$ cat src/design/key_debounce_edge_hold_timer_macros.svh
// ----------------------------------------------------------------------------
// key_debounce_edge_hold_timer_macros
// assertion macros for the key debounce block, compiled out with ASSERT_OFF
// ----------------------------------------------------------------------------
`ifndef KEY_DEBOUNCE_EDGE_HOLD_TIMER_MACROS_SVH
`define KEY_DEBOUNCE_EDGE_HOLD_TIMER_MACROS_SVH

`ifndef ASSERT_OFF

// same-cycle implication, disabled during reset
`define KDEHT_ASSERT_SAME(lbl, clk, rstn, ante, cons, msg) \
    lbl: assert property (@(posedge clk) disable iff (!(rstn)) (ante) |-> (cons)) \
        else $error(msg);

// next-cycle implication, disabled during reset
`define KDEHT_ASSERT_NEXT(lbl, clk, rstn, ante, cons, msg) \
    lbl: assert property (@(posedge clk) disable iff (!(rstn)) (ante) |=> (cons)) \
        else $error(msg);

`else

`define KDEHT_ASSERT_SAME(lbl, clk, rstn, ante, cons, msg)
`define KDEHT_ASSERT_NEXT(lbl, clk, rstn, ante, cons, msg)

`endif

`endif

$ cat src/design/kdeht_pkg.sv
// ----------------------------------------------------------------------------
// kdeht_pkg
// shared types and constants of the key debounce block
// ----------------------------------------------------------------------------
`timescale 1ns / 1ps

package kdeht_pkg;

    typedef enum logic [1:0] {
        OP_SAMPLE = 2'd0,
        OP_TICK   = 2'd1,
        OP_CLEAR  = 2'd2
    } op_t;

    typedef enum logic [1:0] {
        EC_NONE    = 2'd0,
        EC_PRESS   = 2'd1,
        EC_RELEASE = 2'd2
    } edge_code_t;

    localparam logic [7:0] HOLD_MAX = 8'd255;

    // command broadcast to every channel
    typedef struct packed {
        logic en;
        logic sample;
        logic tick;
        logic clear;
        logic level;
    } chan_cmd_t;

    // per-channel status after the update
    typedef struct packed {
        logic       pressed;
        edge_code_t edge_code;
        logic [7:0] hold;
    } chan_status_t;

endpackage

$ cat src/design/kdeht_chan.sv
// ----------------------------------------------------------------------------
// kdeht_chan
// one key channel: sample window, debounced state, edge latch, hold counter
// ----------------------------------------------------------------------------
`timescale 1ns / 1ps

module kdeht_chan #(
    parameter int WINDOW = 5
) (
    input  logic                  aclk,
    input  logic                  aresetn,
    input  kdeht_pkg::chan_cmd_t  cmd,
    input  logic                  sel,
    output kdeht_pkg::chan_status_t status
);
    import kdeht_pkg::*;

    logic [WINDOW-1:0] win_reg,  win_next;
    logic              deb_reg,  deb_next;
    logic              prev_reg, prev_next;
    edge_code_t        ec_reg,   ec_next;
    logic [7:0]        hold_reg, hold_next;

    logic [WINDOW:0]   win_shift;
    logic              changed;
    logic [7:0]        hold_base;

    assign win_shift = {win_reg, cmd.level};
    assign changed   = (prev_reg != deb_reg);
    assign hold_base = changed ? 8'd0 : hold_reg;

    always_comb begin
        win_next  = win_reg;
        deb_next  = deb_reg;
        prev_next = prev_reg;
        ec_next   = ec_reg;
        hold_next = hold_reg;
        if (cmd.en) begin
            if (cmd.sample && sel) begin
                win_next = win_shift[WINDOW-1:0];
                if (&win_shift[WINDOW-1:0]) begin
                    deb_next = 1'b1;
                end else if (~|win_shift[WINDOW-1:0]) begin
                    deb_next = 1'b0;
                end
            end
            if (cmd.tick) begin
                prev_next = deb_reg;
                if (changed) begin
                    ec_next = deb_reg ? EC_PRESS : EC_RELEASE;
                end
                hold_next = (hold_base < HOLD_MAX) ? hold_base + 8'd1 : hold_base;
            end
            if (cmd.clear && sel) begin
                ec_next = EC_NONE;
            end
        end
    end

    always_ff @(posedge aclk) begin
        if (!aresetn) begin
            win_reg  <= '0;
            deb_reg  <= 1'b0;
            prev_reg <= 1'b0;
            ec_reg   <= EC_NONE;
            hold_reg <= '0;
        end else begin
            win_reg  <= win_next;
            deb_reg  <= deb_next;
            prev_reg <= prev_next;
            ec_reg   <= ec_next;
            hold_reg <= hold_next;
        end
    end

    // report the post-update view so the result matches this transaction
    assign status.pressed   = deb_next;
    assign status.edge_code = ec_next;
    assign status.hold      = hold_next;

endmodule

$ cat src/design/kdeht_out.sv
// ----------------------------------------------------------------------------
// kdeht_out
// result register with valid/ready handshake
// ----------------------------------------------------------------------------
`timescale 1ns / 1ps

module kdeht_out (
    input  logic                    aclk,
    input  logic                    aresetn,
    input  logic                    load,
    input  kdeht_pkg::chan_status_t data,
    input  logic                    m_ready,
    output logic                    m_valid,
    output logic                    m_filtered_state,
    output logic [1:0]              m_edge_code,
    output logic [7:0]              m_hold_time
);
    import kdeht_pkg::*;

    logic         valid_reg;
    chan_status_t data_reg;

    always_ff @(posedge aclk) begin
        if (!aresetn) begin
            valid_reg <= 1'b0;
        end else if (load) begin
            valid_reg <= 1'b1;
        end else if (m_ready) begin
            valid_reg <= 1'b0;
        end
    end

    always_ff @(posedge aclk) begin
        if (load) begin
            data_reg <= data;
        end
    end

    assign m_valid          = valid_reg;
    assign m_filtered_state = data_reg.pressed;
    assign m_edge_code      = data_reg.edge_code;
    assign m_hold_time      = data_reg.hold;

endmodule

$ cat src/design/key_debounce_edge_hold_timer.sv
// ----------------------------------------------------------------------------
// key_debounce_edge_hold_timer
// multi-channel key debouncer with press/release edge latch and hold timer
// ----------------------------------------------------------------------------
// Takes one transaction per clock whenever the result side is ready and
// returns one result per transaction, in order. A transaction is captured in
// an input register and, once the output register is free or drains, is
// applied to the per-channel state while its result is loaded into the
// output register, which presents it with m_valid. When the result side
// stalls, the input register holds one further transaction and then s_ready
// drops. Operation 0 shifts a sample into the channel window (nonzero raw
// level counts as active), 1 ticks every channel's hold timer and edge latch,
// 2 clears the channel's edge code, 3 only reports. An out-of-range channel
// reports all zeros and changes nothing but what a tick changes.
`timescale 1ns / 1ps

module key_debounce_edge_hold_timer #(
    parameter int CHANNELS = 3,
    parameter int WINDOW   = 5
) (
    input  logic       aclk,
    input  logic       aresetn,
    // input transactions
    input  logic       s_valid,
    output logic       s_ready,
    input  logic [1:0] s_operation,
    input  logic [1:0] s_channel,
    input  logic [7:0] s_raw_level,
    // result transactions
    output logic       m_valid,
    input  logic       m_ready,
    output logic       m_filtered_state,
    output logic [1:0] m_edge_code,
    output logic [7:0] m_hold_time
);
    import kdeht_pkg::*;

    `include "key_debounce_edge_hold_timer_macros.svh"

    // input register
    logic       in_valid_reg;
    logic [1:0] op_reg;
    logic [1:0] ch_reg;
    logic       level_reg;

    logic         advance;
    logic         ch_ok;
    chan_cmd_t    cmd;
    chan_status_t st [CHANNELS];
    chan_status_t result;

    // the input stage moves on whenever the result register is free or drains
    assign advance = in_valid_reg && (!m_valid || m_ready);
    assign s_ready = !in_valid_reg || advance;

    always_ff @(posedge aclk) begin
        if (!aresetn) begin
            in_valid_reg <= 1'b0;
        end else if (s_valid && s_ready) begin
            in_valid_reg <= 1'b1;
        end else if (advance) begin
            in_valid_reg <= 1'b0;
        end
    end

    // payload needs no reset
    always_ff @(posedge aclk) begin
        if (s_valid && s_ready) begin
            op_reg    <= s_operation;
            ch_reg    <= s_channel;
            level_reg <= |s_raw_level;
        end
    end

    assign ch_ok = (32'(ch_reg) < CHANNELS);

    // decoded command, shared by all channels
    assign cmd.en     = advance;
    assign cmd.sample = (op_reg == OP_SAMPLE);
    assign cmd.tick   = (op_reg == OP_TICK);
    assign cmd.clear  = (op_reg == OP_CLEAR);
    assign cmd.level  = level_reg;

    for (genvar i = 0; i < CHANNELS; i++) begin : g_chan
        kdeht_chan #(
            .WINDOW (WINDOW)
        ) u_chan (
            .aclk    (aclk),
            .aresetn (aresetn),
            .cmd     (cmd),
            .sel     (32'(ch_reg) == i),
            .status  (st[i])
        );
    end

    // pick the reported channel; out of range reports zeros
    always_comb begin
        result = '{pressed: 1'b0, edge_code: EC_NONE, hold: 8'd0};
        for (int i = 0; i < CHANNELS; i++) begin
            if (ch_ok && (32'(ch_reg) == i)) begin
                result = st[i];
            end
        end
    end

    kdeht_out u_out (
        .aclk             (aclk),
        .aresetn          (aresetn),
        .load             (advance),
        .data             (result),
        .m_ready          (m_ready),
        .m_valid          (m_valid),
        .m_filtered_state (m_filtered_state),
        .m_edge_code      (m_edge_code),
        .m_hold_time      (m_hold_time)
    );

    // a pending transaction survives a stalled result side
    `KDEHT_ASSERT_NEXT(a_in_held, aclk, aresetn, in_valid_reg && m_valid && !m_ready, in_valid_reg, "pending transaction lost under stall")

    // edge code is one of the defined codes
    `KDEHT_ASSERT_SAME(a_edge_code_legal, aclk, aresetn, m_valid, (m_edge_code == EC_NONE) || (m_edge_code == EC_PRESS) || (m_edge_code == EC_RELEASE), "illegal edge code")

    // a zero hold time means no tick has run, so no edge can be latched
    `KDEHT_ASSERT_SAME(a_hold_zero_no_edge, aclk, aresetn, m_valid && (m_hold_time == 8'd0), m_edge_code == EC_NONE, "edge latched without tick")

endmodule
$ cat config.mk
export PLATFORM = sky130hd
export DESIGN_NAME = key_debounce_edge_hold_timer
export DESIGN_NICKNAME = d
export VERILOG_FILES = /design/src/design/kdeht_pkg.sv /design/src/design/kdeht_chan.sv /design/src/design/kdeht_out.sv /design/src/design/key_debounce_edge_hold_timer.sv
export VERILOG_INCLUDE_DIRS = /design/src /design/src/design
export SDC_FILE = /design/constraint.sdc
export NUM_CORES = 1
export LEC_CHECK = 0
export BUFFER_PORTS_ARGS = -buffer_cell sky130_fd_sc_hd__buf_2
export CORE_MARGIN = 2
export CORE_UTILIZATION = 55
export CTS_CLUSTER_SIZE = 30
export DETAILED_ROUTE_END_ITERATION = 8
export PLACE_DENSITY_LB_ADDON = 0.05
export SLEW_MARGIN = 0
export SYNTH_ARGS = -nofsm -noshare
export SYNTH_HDL_FRONTEND = slang
export SYNTH_HIERARCHICAL = 1
export SYNTH_SLANG_ARGS = --single-unit
$ cat constraint.sdc
create_clock -name aclk -period 3.8 [get_ports aclk]
set_clock_uncertainty 0.1 [all_clocks]
set_input_delay 0.57 -clock aclk [delete_from_list [all_inputs] [get_ports aclk]]
set_output_delay 0.57 -clock aclk [all_outputs]
set_load 0.02 [all_outputs]
==> impl_metrics.toml <==
[run_status]
status = "finished clean"

[yosys]
ys_ff_latch = 66
ys_warn_count = 6
synth_top_cells_by_count = "dfxtp_1, and2_1, nand2_1"
synth_area_leaders = "dfxtp_1, edfxtp_1, mux2i_1, and2_1, o2bb2ai_1"
synthesis.nets = 380
synth_edf_count = 16
synth_largest_area_cell = "dfxtp_1"
synth_ff_type = "dfxtp_1"
yosysMostFrequentCell = "dfxtp_1"
synth_area_per_cell_um2 = 9.800
async_flop_share = 0
syn_inst = 364
ys_seq_area_frac = 0.4153
synth_top_area_share = 0.2806
synth_cell_types = 47
synth_area_um2 = 3567

[sta]
finalSetupViolCount = 0
maxSlewViolCount = 0
slew_headroom = 0.3904
finalCritPeriodShare = 0.6520
tns_ps = 0
layout_min_cycle_time_ps = 2478
finalHoldViolCount = 0
grt_setup_unrepaired = "no"
worst_hold_slack_ps = 298.3
timing.fmax_mhz = 403.6
tightest_slew_ps = 914.5

[floorplan]
die_area_um2 = 7146
coreArea_um2 = 6314
rows = 29
die_w_um = 84.54
num_io_pins = 29
initial_core_util = 0.5650
dieHeight_um = 84.54

[cts]
clk_pin_slew_ps = 80
cts_tree = "yes"
numCtsBuffers = 9
clkSinkCount = 66
htreeDepth = 3
cts_hold_repair.buffers = 0
insertion_delay_ps = 340
postCtsResizedCells = 0
root_buffer = "clkbuf_8"
cts_buffer_depth = 2
post_cts_buffers = 0

[power_and_ir_drop]
power_density_nw_per_um2 = 434.7
power_leakage_nw = 1.507
p_total_mw = 1.721
vdd_drop_max_mv = 0.3146

[finish]
fill_cells = 536
area_growth_pct = 10.98
fin_nets = 400
largest_reg_flops = 24
fin_cells = 466
layout-drive-gt1-share = 0.1697
diodes = 0

[global_route]
antenna_found_initial = 0
grt_pass1_wl_um = 12580
track_usage = 0.2253
grt_max_degree = 51
overflow = 0
grt_pass1_vias = 2582

[route]
drc = 0
drt_pass1_iterations = 4
routed_wl_um = 7724
routedWlPerCell_um = 16.58
drtAntennaViolNets = 0
via_per_inst = 6.144
drtIter0Drc = 152
vias = 2863

[worst_setup_path]
end_kind = "register"
worst_r2r_path_depth = 6
worstSetupStartpointType = "register"
critical_path_arrival_ps = 2460
critPathKind = "register to register"
cp.required_ps = 3790
crit_path_max_fanout = 14

[placed_design]
dp_hpwl_um = 5266
port_buffers = 28
gp_congestion = 0.7594
dp.cells = 450

[worst_hold_path]
holdCritPathClass = "input port to register"
hold_path_depth = 1

[job]
cap_violations = 0
==> cell families (layout without fill, tap and decap cells) <==
group / count (synthesis) / in the layout / synth area share
xor gates and xnor gates: 6 / 6 / 0.02105
buffers and inverters: 24 / 49 / 0.04700
AOI/OAI and AO/OA: 86 / 86 / 0.1813
and+or+nand+nor: 159 / 159 / 0.2708
DFF: 66 / 66 / 0.4153
muxes: 23 / 23 / 0.06454
==> worst paths after layout <==
check | slack (ps) | end | start
setup / recovery | 1320 | u_out/m_filtered_state | ch_reg[0]
hold / removal | 300 | op_reg[1] | s_operation[1]
setup reg to reg | 1320 | u_out/m_filtered_state | ch_reg[0]
hold reg to reg | 420 | g_chan[1].u_chan/ec_reg[0] | g_chan[1].u_chan/ec_reg[0]
==> worst max-delay path, cell delays in order (launching register included) <==
cell and delay, ps:
edfxtp_1 960, and2b_1 280, nand3_1 240, nand2b_1 230, a22o_1 190, mux2i_1 130
o2bb2ai_1 90
==> power breakdown <==
part	switching (mW)	internal, mW	total (mW)
Combinational	0.0622	0.0458	0.108
Clock	0.285	0.568	0.854
Sequential	0.0229	0.736	0.759
==> cell usage in the layout, fill, tap and decap left out, drive strengths merged, types with 5 or more instances in the layout <==
| cell | instances |
|---|---|
| o21bai | 6 |
| nand3 | 18 |
| nand2b | 12 |
| a22o | 6 |
| a21oi | 9 |
| a41oi | 6 |
| edfxtp | 16 |
| clkbuf | 9 |
| nor2 | 14 |
| nand2 | 31 |
| nor2b | 19 |
| mux2i | 23 |
| o2bb2ai | 14 |
| and2 | 28 |
| dfxtp | 50 |
| nor4 | 8 |
| bufinv | 5 |
| nand4 | 12 |
| buf | 31 |
| a31oi | 12 |
| a21boi | 14 |
==> area by class of cell <==
class	instances	area, um^2	area share
Multi-Input combinational cell	274	1922	0.4855
Sequential cell	66	1481	0.3742
Clock buffer	9	123.9	0.03129
Clock inverter	7	165.2	0.04172
Timing Repair Buffer	31	162.7	0.04109
Inverter	2	7.507	0.001896
Tap cell	77	96.34	0.02434
==> routing by layer <==
layer	routed length, um	part of all wire	vias up	global-route usage
met1	3452	0.45	1383	0.2849
met2	3683	0.48	66	0.3622
met4	236	0.031	0	0.1025
li1	-	-	1393	-
met5	0	0	-	0
met3	351	0.045	21	0.05801
==> stage by stage <==
step                utilization  cell area [um^2]  setup WS [ps]
CTS                      0.6270              3959           1302
floorplan                     -              3567          409.7
finish                   0.6270              3959           1322
global placement         0.5813              3670           1201
detailed placement       0.5813              3670           1201
global route             0.6270              3959           1105
Power figures use the tool's default switching activity.
